==> src/ffpa_pkg.sv <==
// ----------------------------------------------------------------------------
// First-fit pool allocator package
// Shared constants, operation and status codes, and memory write types.
// ----------------------------------------------------------------------------
package ffpa_pkg;

   // Pool geometry.
   localparam int POOL_BYTES   = 1024;
   localparam int HEADER_BYTES = 16;
   localparam int ADDR_W       = 10;
   localparam int LINK_W       = ADDR_W + 1;
   localparam int WALK_LIMIT   = POOL_BYTES / HEADER_BYTES;
   localparam int STEP_W       = 7;
   localparam int TOTAL_W      = 16;
   localparam int NUM_W        = 23;
   localparam int QUOT_W       = 7;

   localparam logic [LINK_W-1:0] LINK_NONE  = LINK_W'(POOL_BYTES);
   localparam logic [ADDR_W-1:0] RESET_SIZE = ADDR_W'(POOL_BYTES - HEADER_BYTES);

   // Operation codes.
   localparam logic [1:0] OP_ALLOC = 2'd0;
   localparam logic [1:0] OP_FREE  = 2'd1;
   localparam logic [1:0] OP_STATS = 2'd2;

   // Status codes.
   localparam logic [1:0] ST_OK        = 2'd0;
   localparam logic [1:0] ST_NO_FIT    = 2'd1;
   localparam logic [1:0] ST_NULL_FREE = 2'd2;

   // Write request to the size store.
   typedef struct packed {
      logic              en;
      logic [ADDR_W-1:0] addr;
      logic [ADDR_W-1:0] data;
   } size_wr_type;

   // Write request to the next-link store.
   typedef struct packed {
      logic              en;
      logic [ADDR_W-1:0] addr;
      logic [LINK_W-1:0] data;
   } next_wr_type;

endpackage

==> src/ffpa_div.sv <==
// ----------------------------------------------------------------------------
// Fragmentation divider
// Restoring divider that yields one quotient bit per cycle. The quotient is
// known to stay below 128, so seven steps suffice.
// ----------------------------------------------------------------------------
module ffpa_div
   import ffpa_pkg::*;
(
   input  logic               clock,
   input  logic               reset,
   input  logic               start,
   input  logic [NUM_W-1:0]   numer,
   input  logic [TOTAL_W-1:0] denom,
   output logic               done,
   output logic [QUOT_W-1:0]  quot
);

   logic [NUM_W-1:0]   rem_ff, rem_in;
   logic [TOTAL_W-1:0] den_ff;
   logic [QUOT_W-1:0]  quot_ff, quot_in;
   logic [2:0]         idx_ff;
   logic               run_ff;
   logic               done_ff;
   logic [NUM_W-1:0]   trial;

   // Shifted divisor for the current quotient bit.
   always_comb begin
      trial   = {{(NUM_W-TOTAL_W){1'b0}}, den_ff} << idx_ff;
      rem_in  = rem_ff;
      quot_in = quot_ff;
      if (rem_ff >= trial) begin
         rem_in          = rem_ff - trial;
         quot_in[idx_ff] = 1'b1;
      end
   end

   // Iteration control.
   always_ff @(posedge clock) begin
      if (reset) begin
         run_ff  <= 1'b0;
         done_ff <= 1'b0;
         idx_ff  <= '0;
      end else begin
         done_ff <= 1'b0;
         if (start) begin
            run_ff  <= 1'b1;
            idx_ff  <= 3'(QUOT_W - 1);
            rem_ff  <= numer;
            den_ff  <= denom;
            quot_ff <= '0;
         end else if (run_ff) begin
            rem_ff  <= rem_in;
            quot_ff <= quot_in;
            idx_ff  <= idx_ff - 3'd1;
            if (idx_ff == '0) begin
               run_ff  <= 1'b0;
               done_ff <= 1'b1;
            end
         end
      end
   end

   assign done = done_ff;
   assign quot = quot_ff;

endmodule

==> config.mk <==
export PLATFORM = sky130hd
export DESIGN_NAME = ffpa_div
export DESIGN_NICKNAME = d
export VERILOG_FILES = /design/src/ffpa_pkg.sv /design/src/ffpa_div.sv
export SDC_FILE = /design/constraint.sdc
export NUM_CORES = 1
export LEC_CHECK = 0
export BUFFER_PORTS_ARGS = -buffer_cell sky130_fd_sc_hd__buf_2
export CORE_MARGIN = 4
export CORE_UTILIZATION = 45
export DETAILED_ROUTE_END_ITERATION = 12
export GPL_TIMING_DRIVEN = 0
export PLACE_DENSITY = 0.74
export SLEW_MARGIN = 10
export SYNTH_ARGS = -nofsm -noshare
export SYNTH_HDL_FRONTEND = slang
export SYNTH_SLANG_ARGS = --single-unit
==> constraint.sdc <==
create_clock -name clock -period 5.35 [get_ports clock]
set_input_delay 0.535 -clock clock [delete_from_list [all_inputs] [get_ports clock]]
set_output_delay 0.535 -clock clock [all_outputs]
set_load 0.005 [all_outputs]
==> metrics.md <==
| Metric | Value |
|---|---|
| Most used DFF post-synth | `edfxtp_1` |
| Initial antenna violation count | `0` |
| Clock Skew | `0.008903 ns` |
| Top-count cell post-synth | `edfxtp_1` |
| Switching Power | `537.3 uW` |
| Placed instance area | `4309 um2` |
| Routed wl met2 | `4743 um` |
| Combinational power share | `46.1%` |
| Routed wl met3 | `800 um` |
| CTS buffer count | `5` |
| YS warnings | `0` |
| Max Fanout on Critical Path | `20` |
| Fin nets | `530` |
| Number of global-route vias before repair | `3208` |
| Final hold violations | `0` |
| Crit path time final | `4.479 ns` |
| Max_slew headroom | `47.54%` |
| Sw Ratio | `38.88%` |
| DIE WIDTH | `101.0 um` |
| Vias per cell | `6.123` |
| Synthesized area | `3894 um2` |
| Core Region | `8299 um2` |
| Via Count | `3478` |
| Post-synth ARST share | `0%` |
| CTS max path bufs | `2` |
| N_diodes | `0` |
| Commonest cells in the netlist | `edfxtp_1, nand2_1, nor2_1, a21oi_1, ha_1` |
| Hold Crit Start | `denom[3]` |
| RSZ-0062 raised after global routing | `false` |
| Synthesized flop and latch total | `51` |
| Clk_lat worst skew | `0.31 ns` |
| Root buffer cell | `clkbuf_8` |
| Clock share of power | `16.5%` |
| CTS Sinks | `51` |
| Post-synth EDFFs | `46` |
| DRT met1 WL | `4333 um` |
| Total track usage | `19.67%` |
| Internal Dissipation | `844.7 uW` |
| Cell area power density | `314.2 nW/um2` |
| Final Max Slew Viols | `0` |
| Worst r2r src | `idx_ff[1]` |
| Max-cap viol count | `0` |
| Average size of a mapped cell | `9.614 um2` |
| Setup Buffers After CTS | `0` |
| Cell taking the most area after synthesis | `edfxtp_1` |
| Hold Path Class | `in -> reg` |
| Layout cells sized above 1 | `17.28%` |
| Placed Cells | `560` |
| Sequential Power Share | `37.5%` |
| WHS Path Cells | `1` |
| Synth area leaders | `edfxtp_1, ha_1, mux4_2` |
| Gpl congestion | `0.9478` |
| Worst slack at placement | `1.096 ns` |
| Setup violators final | `0` |
| Synth cell types | `56` |
| Lkg Pwr | `1.743 nW` |
| Slew @ Worst Pin | `0.7861 ns` |
| DR iter-0 viols | `308` |
| Drt pass-1 iters | `5` |
| ANT nets after route | `0` |
| Overflow after GRT | `0` |
| Per-cell routed wire length | `17.69 um` |
| Register-to-Register Path Depth | `13` |
| Run status | `completed` |
| Data required, critical path | `5.37 ns` |
| TNS Setup | `0 ns` |
| Io pins | `50` |
| Final worst slack | `0.8712 ns` |
| # DRC | `0` |
| Placement Rows | `33` |
| H-tree levels | `2` |
| Cell area after layout | `4398 um2` |
| Post-Syn Nets | `473` |
| Largest net degree at the start of global routing | `21` |
| Buffers on Ports | `49` |
| Cells after Synth | `405` |
| Critical Path Start Type | `flip-flop` |
| Synth top area share | `35.48%` |
| VDD IR-drop max | `0.0001696 V` |
| First-pass GRT wire length | `15990 um` |
| Top routing layer used | `met4` |
| WL final | `10050 um` |
| Register area share after synthesis | `38.05%` |
| Worst endpoint data arrival time | `4.50 ns` |
| Die Ht | `101.0 um` |
| Final period util | `83.72%` |
| CTS clk-pin slew, worst paths | `0.09 ns` |
| Layout area overhead | `12.95%` |
| Hold Buf Count CTS | `0` |
| Reg2reg setup slack | `0.87 ns` |
| Starting Density | `46.92%` |
| Critical R2R Capture | `rem_ff[10]` |
| Post-DP HPWL | `7630 um` |
| Hold endpoint | `den_ff[3]` |
| Final std cells w/o fill | `568` |
| Critical path class | `reg -> reg` |
| CP Capture Type | `flip-flop` |
| Fmax | `0.2233 GHz` |
| CTS tree | `built` |
| Die area | `10210 um2` |
| Cts repair resizes | `0` |
## flip-flops by register name, indices dropped and copies added (netlist names)
| register | cells |
|---|---|
| done | 1 |
| idx_ff | 3 |
| quot | 7 |
| run_ff | 1 |
| rem_ff | 23 |
| den_ff | 16 |
## stage by stage
step           hold slack [ns]  power, mW  utilization [%]
3_5_place_dp            0.5657      1.147            51.92
5_1_grt                 0.3786      1.470            52.99
3_3_place_gp            0.5572      1.126            51.45
6_report                0.3931      1.382            52.99
4_1_cts                 0.3931      1.374            52.96
2_1_floorplan           0.5288     0.9943                -
## critical path, cell delays in order (launching register included)
cell	delay, ns
dfxtp_1	0.35
clkbuf_1	0.42
buf_1	0.50
mux4_2	0.44
mux2i_1	0.28
ha_1	0.24
buf_2	0.25
nand2_1	0.15
nor2_1	0.23
o211ai_1	0.14
a31oi_1	0.37
nor2_1	0.14
o21ai_4	0.44
buf_16	0.23
## logic make-up (layout without fill, tap and decap cells)
| logic type | Yosys count | count (layout) | synth area share [%] |
|---|---|---|---|
| xor gates and xnor gates | 10 | 10 | 2.249 |
| DFF | 51 | 51 | 38.05 |
| adders and majority gates | 26 | 26 | 8.548 |
| muxes | 28 | 28 | 10.48 |
| and+or+nand+nor | 136 | 136 | 16.26 |
| buffers and inverters | 36 | 94 | 3.952 |
| AOI/OAI and AO/OA | 118 | 118 | 20.47 |
## cell type report
type	instances	area, um2
clock buffer	6	72.57
multi-input combinational	318	2272
sequential	51	1481
inverter	12	45.04
clock inverter	2	13.76
fill	745	3901
timing repair buffer	50	272.8
tap	105	131.4
buffer	24	108.9
## power groups by stage
stage | Combinational (mW) | Sequential (mW) | Clock [mW]
after floorplan | 0.475 | 0.519 | 0
after global routing | 0.700 | 0.522 | 0.248
final | 0.637 | 0.518 | 0.228
after CTS | 0.627 | 0.517 | 0.230
after detailed placement | 0.621 | 0.526 | 0
after global placement | 0.599 | 0.526 | 0
## worst max path at each step
stage	depth (start not counted)	end	slack [ns]	from
final	13	rem_ff[10]	0.87	idx_ff[1]
after global routing	13	rem_ff[2]	0.71	idx_ff[1]
after CTS	13	rem_ff[0]	1.01	idx_ff[1]
after detailed placement	13	rem_ff[0]	1.10	idx_ff[1]
after global placement	12	quot[5]	-0.38	idx_ff[1]
after floorplan	12	quot[0]	1.02	idx_ff[1]
## routing by layer
layer  global-route usage, %  up-vias
li1                        -     1667
met1                   27.13     1638
met2                   32.56      155
met3                   3.391       18
met4                   4.192        0
met5                       0        -
## layout by cell type (no fill, tap or decap), types with 5 or more instances in the layout
| cell type | synthesis | final |
|---|---|---|
| buf_2 | 3 | 52 |
| edfxtp_1 | 46 | 46 |
| nand2_1 | 44 | 44 |
| nor2_1 | 38 | 37 |
| a21oi_1 | 25 | 25 |
| ha_1 | 25 | 25 |
| o21ai_0 | 16 | 16 |
| mux2i_1 | 16 | 16 |
| clkbuf_1 | 14 | 15 |
| nand3_1 | 14 | 14 |
| a21o_1 | 12 | 12 |
| o21ai_1 | 12 | 11 |
| inv_1 | 10 | 10 |
| mux4_2 | 10 | 10 |
| a31oi_1 | 10 | 10 |
| and3_1 | 9 | 9 |
| nand4_1 | 7 | 7 |
| o31ai_1 | 6 | 6 |
| buf_1 | 5 | 5 |
| nor2b_1 | 5 | 5 |
| a211oi_1 | 5 | 5 |
| nor3_1 | 5 | 5 |
| a311oi_1 | 5 | 5 |
| xor2_1 | 5 | 5 |
| xnor2_1 | 5 | 5 |
| clkbuf_8 | 0 | 5 |
| dfxtp_1 | 5 | 5 |
No activity file was read; power rests on OpenSTA's default activity.
